==> src/sv/wsu_pkg.sv <==
// Package with the shared types and constants of the WebSocket frame unmasker.
package wsu_pkg;

  // Field of the header byte that carries the FIN bit.
  localparam logic [7:0] FinBit = 8'h80;

  // Low bits of the length byte that carry the payload length.
  localparam logic [7:0] LenMask = 8'h7F;

  // First length code that asks for an extended length field.
  localparam logic [6:0] LenExtended = 7'd126;

  // Parser phases, one-hot.
  typedef enum logic [3:0] {
    PhHeader  = 4'b0001,
    PhLength  = 4'b0010,
    PhMask    = 4'b0100,
    PhPayload = 4'b1000
  } phase_e;

  // One result item as it leaves the parser.
  typedef struct packed {
    logic       valid;
    logic [7:0] payload_byte;
    logic       frame_fin;
    logic       last_of_frame;
    logic       unsupported_length;
  } result_t;

endpackage

==> src/sv/wsu_parser.sv <==
// Frame parser: phase tracking, mask key storage and payload unmasking.
module wsu_parser
  import wsu_pkg::*;
(
  input  logic       clk_i,
  input  logic       rst_ni,
  input  logic       step_i,
  input  logic [7:0] byte_i,
  output result_t    result_o
);

  phase_e      phase_q, phase_d;
  logic        fin_q, fin_d;
  logic [6:0]  left_q, left_d;
  logic [1:0]  key_idx_q, key_idx_d;
  logic [7:0]  key_q [4];
  logic        key_we;
  logic [6:0]  len;
  logic [6:0]  left_dec;

  assign len      = byte_i[6:0] & LenMask[6:0];
  assign left_dec = left_q - 7'd1;

  // Next-state and result logic for one byte.
  always_comb begin
    phase_d   = phase_q;
    fin_d     = fin_q;
    left_d    = left_q;
    key_idx_d = key_idx_q;
    key_we    = 1'b0;
    result_o  = '0;
    result_o.frame_fin = fin_q;
    case (phase_q)
      PhHeader: begin
        fin_d   = |(byte_i & FinBit);
        phase_d = PhLength;
      end
      PhLength: begin
        if (len >= LenExtended) begin
          phase_d = PhHeader;
          result_o.valid = 1'b1;
          result_o.unsupported_length = 1'b1;
        end else begin
          left_d    = len;
          key_idx_d = 2'd0;
          phase_d   = PhMask;
        end
      end
      PhMask: begin
        key_we    = 1'b1;
        key_idx_d = key_idx_q + 2'd1;
        if (key_idx_q == 2'd3) begin
          phase_d = (left_q == 7'd0) ? PhHeader : PhPayload;
        end
      end
      PhPayload: begin
        key_idx_d = key_idx_q + 2'd1;
        left_d    = left_dec;
        result_o.valid        = 1'b1;
        result_o.payload_byte = byte_i ^ key_q[key_idx_q];
        if (left_dec == 7'd0) begin
          phase_d = PhHeader;
          result_o.last_of_frame = 1'b1;
        end
      end
      default: begin
        phase_d = PhHeader;
      end
    endcase
  end

  // Control state moves only when a byte is processed.
  always_ff @(posedge clk_i or negedge rst_ni) begin
    if (!rst_ni) begin
      phase_q   <= PhHeader;
      fin_q     <= 1'b0;
      left_q    <= 7'd0;
      key_idx_q <= 2'd0;
    end else if (step_i) begin
      phase_q   <= phase_d;
      fin_q     <= fin_d;
      left_q    <= left_d;
      key_idx_q <= key_idx_d;
    end
  end

  // Mask key bytes are written during the mask phase only.
  always_ff @(posedge clk_i) begin
    if (step_i && key_we) begin
      key_q[key_idx_q] <= byte_i;
    end
  end

endmodule

==> src/sv/websocket_frame_unmasker_unit.sv <==
// Top level of the WebSocket frame unmasker for short-length frames.
//
// The input channel takes one received stream byte per transfer
// (in_valid_i, in_stall_o, in_byte_i). The output channel gives one
// unmasked payload byte per transfer, with the frame's FIN bit, a mark on
// the frame's last byte, and a flag for unsupported extended length codes.
// Header and mask bytes give no output, nor do length bytes with a
// supported code, and neither do zero-length frames.
// Each byte is first captured in an input register, then parsed and
// unmasked combinationally into the output register, from which its
// result is transferred. One byte is taken in every cycle while the
// output side keeps up.
// When the receiver stalls, the output register holds its result and the
// input register holds the next byte; the input side stalls only when
// both are full.
// Reset clears both pipeline registers and returns the parser to the
// header phase; the mask key is loaded from each frame's mask bytes.
module websocket_frame_unmasker_unit
  import wsu_pkg::*;
(
  input  logic       clk_i,
  input  logic       rst_ni,
  input  logic       in_valid_i,
  output logic       in_stall_o,
  input  logic [7:0] in_byte_i,
  output logic       out_valid_o,
  input  logic       out_stall_i,
  output logic [7:0] payload_byte_o,
  output logic       frame_fin_o,
  output logic       last_of_frame_o,
  output logic       unsupported_length_o
);

  logic       in_vld_q;
  logic [7:0] in_byte_q;
  logic       advance;
  logic       step;
  result_t    res;
  result_t    out_q;
  result_t    out_d;

  // The parse stage moves when the output register is free or drains.
  assign advance    = !out_q.valid || !out_stall_i;
  assign step       = in_vld_q && advance;
  assign in_stall_o = in_vld_q && !advance;

  // Input register.
  always_ff @(posedge clk_i or negedge rst_ni) begin
    if (!rst_ni) begin
      in_vld_q <= 1'b0;
    end else if (!in_stall_o) begin
      in_vld_q <= in_valid_i;
    end
  end

  always_ff @(posedge clk_i) begin
    if (!in_stall_o && in_valid_i) begin
      in_byte_q <= in_byte_i;
    end
  end

  wsu_parser u_parser (
    .clk_i    (clk_i),
    .rst_ni   (rst_ni),
    .step_i   (step),
    .byte_i   (in_byte_q),
    .result_o (res)
  );

  // A result is only valid when a byte was actually parsed.
  always_comb begin
    out_d       = res;
    out_d.valid = step && res.valid;
  end

  // Output register.
  always_ff @(posedge clk_i or negedge rst_ni) begin
    if (!rst_ni) begin
      out_q <= '0;
    end else if (advance) begin
      out_q <= out_d;
    end
  end

  assign out_valid_o          = out_q.valid;
  assign payload_byte_o       = out_q.payload_byte;
  assign frame_fin_o          = out_q.frame_fin;
  assign last_of_frame_o      = out_q.last_of_frame;
  assign unsupported_length_o = out_q.unsupported_length;

endmodule
==> config.mk <==
export PLATFORM = sky130hd
export DESIGN_NAME = websocket_frame_unmasker_unit
export DESIGN_NICKNAME = d
export VERILOG_FILES = /design/src/sv/wsu_pkg.sv /design/src/sv/wsu_parser.sv /design/src/sv/websocket_frame_unmasker_unit.sv
export SDC_FILE = /design/constraint.sdc
export NUM_CORES = 1
export LEC_CHECK = 0
export BUFFER_PORTS_ARGS = -buffer_cell sky130_fd_sc_hd__buf_2
export CELL_PAD_IN_SITES_DETAIL_PLACEMENT = 2
export CELL_PAD_IN_SITES_GLOBAL_PLACEMENT = 2
export CORE_ASPECT_RATIO = 1.2
export CORE_MARGIN = 2
export CORE_UTILIZATION = 41
export CTS_CLUSTER_DIAMETER = 200
export DETAILED_ROUTE_END_ITERATION = 12
export GPL_ROUTABILITY_DRIVEN = 0
export PLACE_DENSITY_LB_ADDON = 0.1
export SLEW_MARGIN = 20
export SYNTH_ARGS = -nofsm -noshare
export SYNTH_HDL_FRONTEND = slang
export SYNTH_SLANG_ARGS = --single-unit
==> constraint.sdc <==
create_clock -name clk_i -period 2.8 [get_ports clk_i]
set_clock_uncertainty 0.2 [all_clocks]
set_input_delay 0 -clock clk_i [delete_from_list [all_inputs] [get_ports clk_i]]
set_output_delay 0 -clock clk_i [all_outputs]
set_load 0.05 [all_outputs]
==> key figures, run 1 <==
Status
  • Status: completed

Pwr
  • Lkg Pwr: 1.40 nW
  • Sw Ratio: 0.316
  • Net Switching: 994 µW
  • Combinational Power Share: 0.247
  • Pint: between 2 and 2.5 mW
  • Clock network fraction of total power: 0.319
  • Peak VDD IR: slightly above 0.4 mV
  • Pwr/cell area: between 800 and 900 mW/mm²
  • Seq pwr share: 0.434

STA
  • Fin worst setup slack: approximately 0.4 ns
  • Slew headroom: 0.521
  • Final hold slack: between 0.04 and 0.05 ns
  • # setup viols final: 0
  • Unrepaired setup endpoints after global routing: no
  • Max Slew Vio Count: 0
  • Worst Tran Pin Value: between 0.7 and 0.8 ns
  • Final Critical Period: around 2.4 ns
  • Sum Neg Setup Slack: 0 ns
  • Hold Fails Final Rpt: 0
  • Fin crit share: 0.854
  • Fmax: 418 MHz

Run
  • Max-cap violations: 0

Setup path
  • CP Data Arrival Time: 2.39 ns
  • Cells along the critical path: or4b_1, a21o_1, o21ai_0, o21ai_1
  • R2r worst-path depth: 4
  • Critical Path Fanout Max: 14
  • Reg2reg setup slack: 0.41 ns
  • CP startpoint kind: flop
  • Slowest-stage cell, CP: or4b_1
  • FF-to-FF End: u_parser.left_q[6]$_DFFE_PN0P_
  • CP required: roughly 2.8 ns
  • Critical path class: flop to flop
  • Crit path to: u_parser.left_q[6]$_DFFE_PN0P_
  • Critical Path Max Stage Delay: about 0.79 ns
  • CP Capture Type: flop
  • Worst reg2reg startpoint: u_parser.phase_q[1]$_DFFE_PN0P_
  • Setup crit start: u_parser.phase_q[1]$_DFFE_PN0P_

Detailed routing
  • Met2 WL post-DR: a little under 4000 µm
  • DRT antenna net count: 0
  • DRT Wirelength: roughly 7500 µm
  • Initial DRC count: 100
  • Vias/cell: about 5.5
  • Vias: about 2000
  • Routed WL per cell: 20.9 µm
  • DRC errors left: 0
  • 1st-pass router iterations: 4
  • WL met3: 233 µm
  • Met1 WL: 3170 µm
  • DR top layer: met4

Floorplan
  • Core area: a little under 0.007 mm²
  • Die footprint: 0.00791 mm²
  • Initial Utilization: 0.429
  • Row cnt: 33
  • Horiz. Die Dim: 81.5 µm
  • Ports: 25
  • Die Ht: between 90 and 100 µm

Layout
  • Most frequent cells in the layout: edfxtp_1, nand2_1, dfrtp_1
  • Fillers: 668
  • Layout cells sized above 1: 0.225
  • Layout area overhead: 20.0%
  • Register Area: roughly 0.0019 mm²
  • ANT cells: 0
  • Footprint of the multi-input gates: just over 0.001 mm²
  • Final #Nets: 285
  • Final non-filler cell total: between 300 and 400
  • Commonest non-fill, non-tap cell in the layout: edfxtp_1

Placed design
  • Placed insts: 330
  • Port bufs: 24
  • Setup Slack @ Placement: around 0.5 ns
  • Post-DP HPWL: 5170 µm

Logic synthesis
  • Syn Inst Count: between 200 and 250
  • Number of synthesized register bits: 67
  • Avg Synthesized Cell Area: 13.3 µm²
  • EDFF count, synth: 40
  • Asr flop ratio synth: 0.403
  • Ys Warns: 0
  • Cell variety after synth: 44
  • Syn_nets: between 200 and 250
  • Most common flop cell mapped by yosys: edfxtp_1
  • Post-Syn Area: roughly 0.0030 mm²
  • Seq/Total Area, Yosys: 0.635

GRT
  • Initial antenna violation count: 0
  • Wire length of the first global-routing pass: around 12000 µm
  • Vias in the first global route: ~2200
  • Largest net degree at the start of global routing: 28
  • GRT Util Overall: 0.211
  • Grt ovf: 0

CTS
  • Clock tree buffer depth: 2
  • PostCTS Resize Cnt: 0
  • CTS tree: built
  • Worst-skew pair later-pin latency: ~0.34 ns
  • H-tree levels: 3
  • Clock transition at path regs: about 0.080 ns
  • Root buf cell: clkbuf_8
  • Cts bufs inserted: 9
  • Clock Sinks: 67

Hold path
  • Hold Crit Class: input port to asynchronous set/reset pin
==> worst min path at each step <==
stage	startpoint	end	slack, ns	cells past startpoint
6_report	rst_ni	payload_byte_o[4]$_DFFE_PN0N_	0.04	2
5_1_grt	rst_ni	last_of_frame_o$_DFFE_PN0N_	0.09	2
4_1_cts	rst_ni	last_of_frame_o$_DFFE_PN0N_	0.06	2
3_5_place_dp	rst_ni	payload_byte_o[4]$_DFFE_PN0N_	-0.10	1
3_3_place_gp	rst_ni	payload_byte_o[3]$_DFFE_PN0N_	-0.11	1
2_1_floorplan	rst_ni	frame_fin_o$_DFFE_PN0N_	-0.50	0
==> Yosys cell counts (4+ instances only) <==
cell type | instances | area (µm²)
edfxtp_1 | 40 | 1200
dfrtp_1 | 26 | 651
nand2_1 | 26 | 97.6
nor2_1 | 15 | 56.3
o21ai_0 | 15 | 75.1
a21oi_1 | 8 | 40.0
mux4_2 | 8 | 180
xnor2_1 | 8 | 70.1
and2_1 | 7 | 43.8
ha_1 | 7 | 87.6
inv_1 | 5 | 18.8
clkbuf_1 | 4 | 15.0
nor3_1 | 4 | 20.0
==> registers in the layout, summed over array words and instances (netlist names) <==
name / count
payload_byte_o: 8
unsupported_length_o: 1
frame_fin_o: 1
u_parser.key_idx_q: 2
in_vld_q: 1
out_valid_o: 1
u_parser.phase_q: 4
in_byte_q: 8
u_parser.fin_q: 1
u_parser.key_q: 32
last_of_frame_o: 1
u_parser.left_q: 7
==> metrics by stage <==
step / cell area [µm²] / utilization / total power, mW
floorplan: 2960 / - / 1.91
global placement: 3180 / 0.461 / 2.09
detailed placement: 3180 / 0.461 / 2.15
CTS: 3550 / 0.515 / 3.18
global route: 3550 / 0.515 / 3.32
finish: 3550 / 0.515 / 3.15
==> routing by layer <==
metal / up-vias / track usage
met1: 993 / 0.263
li1: 908 / -
met4: 0 / 0.0821
met3: 15 / 0.0364
met2: 38 / 0.358
met5: - / 0
==> cells by family (layout without fill, tap and decap cells) <==
kind of cell    after synthesis  in the layout  share of synthesized area
compound gates               42             42                     0.0943
xor+xnor                      8              8                     0.0237
fa+ha+maj                     7              7                     0.0296
buf+inv                      12             61                     0.0186
flops                        67             67                      0.635
mux                          10             10                     0.0685
simple gates                 76             76                      0.130
==> worst max-delay path, delay by kind of cell (launching register included) <==
kind,cells,cell delay (ns)
flops,1,0.44
compound gates,3,0.83
simple gates,1,0.79
==> final cells by class <==
cell class              instances  share of cell area
clock buffers                  10              0.0388
multi-input cells             143               0.289
repair buffers                 40              0.0761
inverters                       5             0.00529
flip-flops and latches         67               0.529
well taps                      87              0.0307
clock inverters                 6              0.0314
==> power by group through the flow <==
| stage | combinational [mW] | clock, mW | sequential [mW] |
|---|---|---|---|
| 3_3_place_gp | 0.721 | 0 | 1.37 |
| 4_1_cts | 0.788 | 1.02 | 1.36 |
| 5_1_grt | 0.864 | 1.06 | 1.39 |
| 6_report | 0.777 | 1.00 | 1.37 |
| 2_1_floorplan | 0.557 | 0 | 1.35 |
| 3_5_place_dp | 0.761 | 0 | 1.38 |
==> timing repair <==
item,in CTS,in global routing
hold endpoints to repair,39,0
buffers inserted,0,0
hold buffers,12,0
(Power assumes the default switching activity.)
==> inputs of run 2 (changes only) <==
--- a/config.mk
+++ b/config.mk
@@ -15,6 +15,7 @@
 export DETAILED_ROUTE_END_ITERATION = 12
 export GPL_ROUTABILITY_DRIVEN = 0
 export PLACE_DENSITY_LB_ADDON = 0.1
+export RECOVER_POWER = 50
 export SLEW_MARGIN = 20
 export SYNTH_ARGS = -nofsm -noshare
 export SYNTH_HDL_FRONTEND = slang
==> run 2 against run 1 <==
Effect of this change:
- the flow now finishes with violations (capacitance limit, slew limit)
- combinational power about the same
- setup slack got worse by 0.0033 ns
- cell count unchanged
- first-iteration DRC count is 18% lower
- sequential share of layout area grew 0.13 points
- critical endpoint unchanged
- sequential power about the same
- clock power hardly changed
- count of clock-buffer cells in the layout unchanged
- power is essentially flat
- critical path type unchanged
==> key figures, run 2 (same netlist as run 1, synthesis figures left out) <==
Hold path
  • Hold Crit Class: input port to flop
  • Worst Hold Depth: 2
  • Hold Crit Start: in_byte_i[1]
  • Hold EP: in_byte_q[1]$_DFFE_PP_

Detailed routing
  • Initial DRC count: 82 (-18%)
  • Vias/cell: 5.44 (-0.26%)
  • 1st-pass router iterations: 4 (unchanged)
  • Routed WL per cell: 20.9 µm (about the same)
  • DRT antenna net count: 0 (unchanged)
  • DRC errors left: 0 (unchanged)
  • DRT Wirelength: 7490 µm (about the same)
  • Vias: 1949 (-0.26%)

Floorplan
  • Ports: 25 (unchanged)
  • Die footprint: 0.00791 mm² (unchanged)
  • Core area: 0.00690 mm² (unchanged)
  • Row cnt: 33 (unchanged)
  • Die Ht: 97.0 µm (unchanged)
  • Horiz. Die Dim: 81.5 µm (unchanged)
  • Initial Utilization: 0.429 (unchanged)

Setup path
  • Reg2reg setup slack: 0.41 ns (about the same)
  • Critical path class: flop to flop
  • CP Data Arrival Time: 2.39 ns (about the same)
  • Critical Path Fanout Max: 14 (unchanged)
  • Cells along the critical path: or4b_1, a21o_1, o21ai_0, o21ai_1
  • R2r worst-path depth: 4 (unchanged)
  • CP required: 2.80 ns (about the same)
  • FF-to-FF End: u_parser.left_q[6]$_DFFE_PN0P_
  • Setup crit start: u_parser.phase_q[1]$_DFFE_PN0P_
  • CP startpoint kind: flop
  • Worst reg2reg startpoint: u_parser.phase_q[1]$_DFFE_PN0P_
  • CP Capture Type: flop
  • Critical Path Max Stage Delay: 0.79 ns (about the same)
  • Slowest-stage cell, CP: or4b_1

Layout
  • Max FFs per register: 32 (unchanged)
  • Most frequent cells in the layout: edfxtp_1, nand2_1, dfrtp_1
  • Most flops, register: u_parser.key_q
  • Final #Nets: 285 (unchanged)
  • Commonest non-fill, non-tap cell in the layout: edfxtp_1
  • Layout cells sized above 1: 0.199 (-0.0258)
  • ANT cells: 0 (unchanged)
  • Layout area overhead: 19.7%

CTS
  • Clock tree buffer depth: 2 (unchanged)
  • Post-CTS Hold Fix Bufs: 12 (unchanged)
  • Post-CTS setup repair buffer count: 0 (unchanged)
  • Worst-skew pair later-pin latency: 0.34 ns (about the same)
  • Cts bufs inserted: 9 (unchanged)
  • Clock transition at path regs: 0.07 ns (about the same)
  • H-tree levels: 3 (unchanged)
  • CTS tree: built
  • Clock Sinks: 67 (unchanged)
  • PostCTS Resize Cnt: 0 (unchanged)
  • Root buf cell: clkbuf_8

STA
  • Final Critical Period: 2.39 ns (+0.00330 ns)
  • Fin crit share: 0.855 (+0.00118)
  • Worst Tran Pin Value: 1.71 ns (+0.990 ns)
  • Hold Fails Final Rpt: 0 (unchanged)
  • Slew headroom: -0.139 (-0.660)
  • Unrepaired setup endpoints after global routing: no
  • Sum Neg Setup Slack: 0 ns (unchanged)
  • # setup viols final: 0 (unchanged)
  • Final hold slack: 0.169 ns (+0.127 ns)
  • Fmax: 418 MHz (-0.14%)
  • Max Slew Vio Count: 28 (+28)

GRT
  • Vias in the first global route: 2215 (unchanged)
  • Grt ovf: 0 (unchanged)
  • Largest net degree at the start of global routing: 28 (unchanged)
  • GRT Util Overall: 0.211 (unchanged)
  • Initial antenna violation count: 0 (unchanged)
  • Wire length of the first global-routing pass: 12100 µm (unchanged)

Status
  • Failing checks: capacitance limit, slew limit
  • Status: complete, but fails checks

Placed design
  • Port bufs: 24 (unchanged)
  • Post-DP HPWL: 5170 µm (unchanged)

Pwr
  • Lkg Pwr: 1.37 nW (-2.1%)
  • Peak VDD IR: 0.415 mV (+0.11%)
  • Pwr/cell area: 888 mW/mm² (+0.22%)

Run
  • Max-cap violations: 1 (+1)
-- run 2: cell types whose count changed in the layout (fill, tap and decap cells not counted), sizes merged --
cell	previous run	this run
clkbuf	10	17
buf	28	21
-- run 2: worst max-delay path by stage --
stage / to / slack [ns] / cells past startpoint
6_report: u_parser.left_q[6]$_DFFE_PN0P_ / 0.41 / 4
5_1_grt: u_parser.phase_q[0]$_DFFE_PN1P_ / 0.23 / 7
4_1_cts: u_parser.left_q[6]$_DFFE_PN0P_ / 0.39 / 4
3_5_place_dp: u_parser.phase_q[3]$_DFFE_PN0P_ / 0.49 / 7
3_3_place_gp: u_parser.phase_q[3]$_DFFE_PN0P_ / 0.49 / 7
2_1_floorplan: u_parser.key_q[0][0]$_DFFE_PP_ / 0.76 / 5
-- run 2: final cells by class --
type / count / area [µm²]
Clock buffer: 10 / 138
Multi-Input combinational cell: 143 / 1020
Clock inverter: 6 / 111
Timing Repair Buffer: 40 / 262
Fill cell: 670 / 3350
Inverter: 5 / 18.8
Sequential cell: 67 / 1880
Tap cell: 87 / 109
-- run 2: stage by stage --
stage	area, µm²	instances	setup slack, ns	util	power, mW
floorplan	2960	222	0.762	-	1.91
global placement	3180	330	0.491	0.461	2.09
detailed placement	3180	330	0.489	0.461	2.15
CTS	3550	358	0.394	0.515	3.18
global route	3540	358	0.233	0.514	3.32
finish	3540	358	0.405	0.514	3.15
-- run 2: metal layers --
layer / part of all wire / vias to the layer above / GRT usage
met4: 0.022 / 0 / 0.0821
met5: 0 / - / 0
met1: 0.42 / 987 / 0.263
met3: 0.032 / 15 / 0.0364
li1: - / 907 / -
met2: 0.52 / 40 / 0.358
-- run 2: report_power, final --
group	total (mW)	internal [mW]	switching, mW	leakage (nW)
sequential	1.36	1.18	0.188	0.717
clock	1.01	0.618	0.388	0.123
combinational	0.776	0.357	0.419	0.530
-- run 2: worst max-delay path: cells and delay by family, from the launching register on --
kind | cells | cell delay, ns
compound gates | 3 | 0.83
simple gates | 1 | 0.79
flops | 1 | 0.44
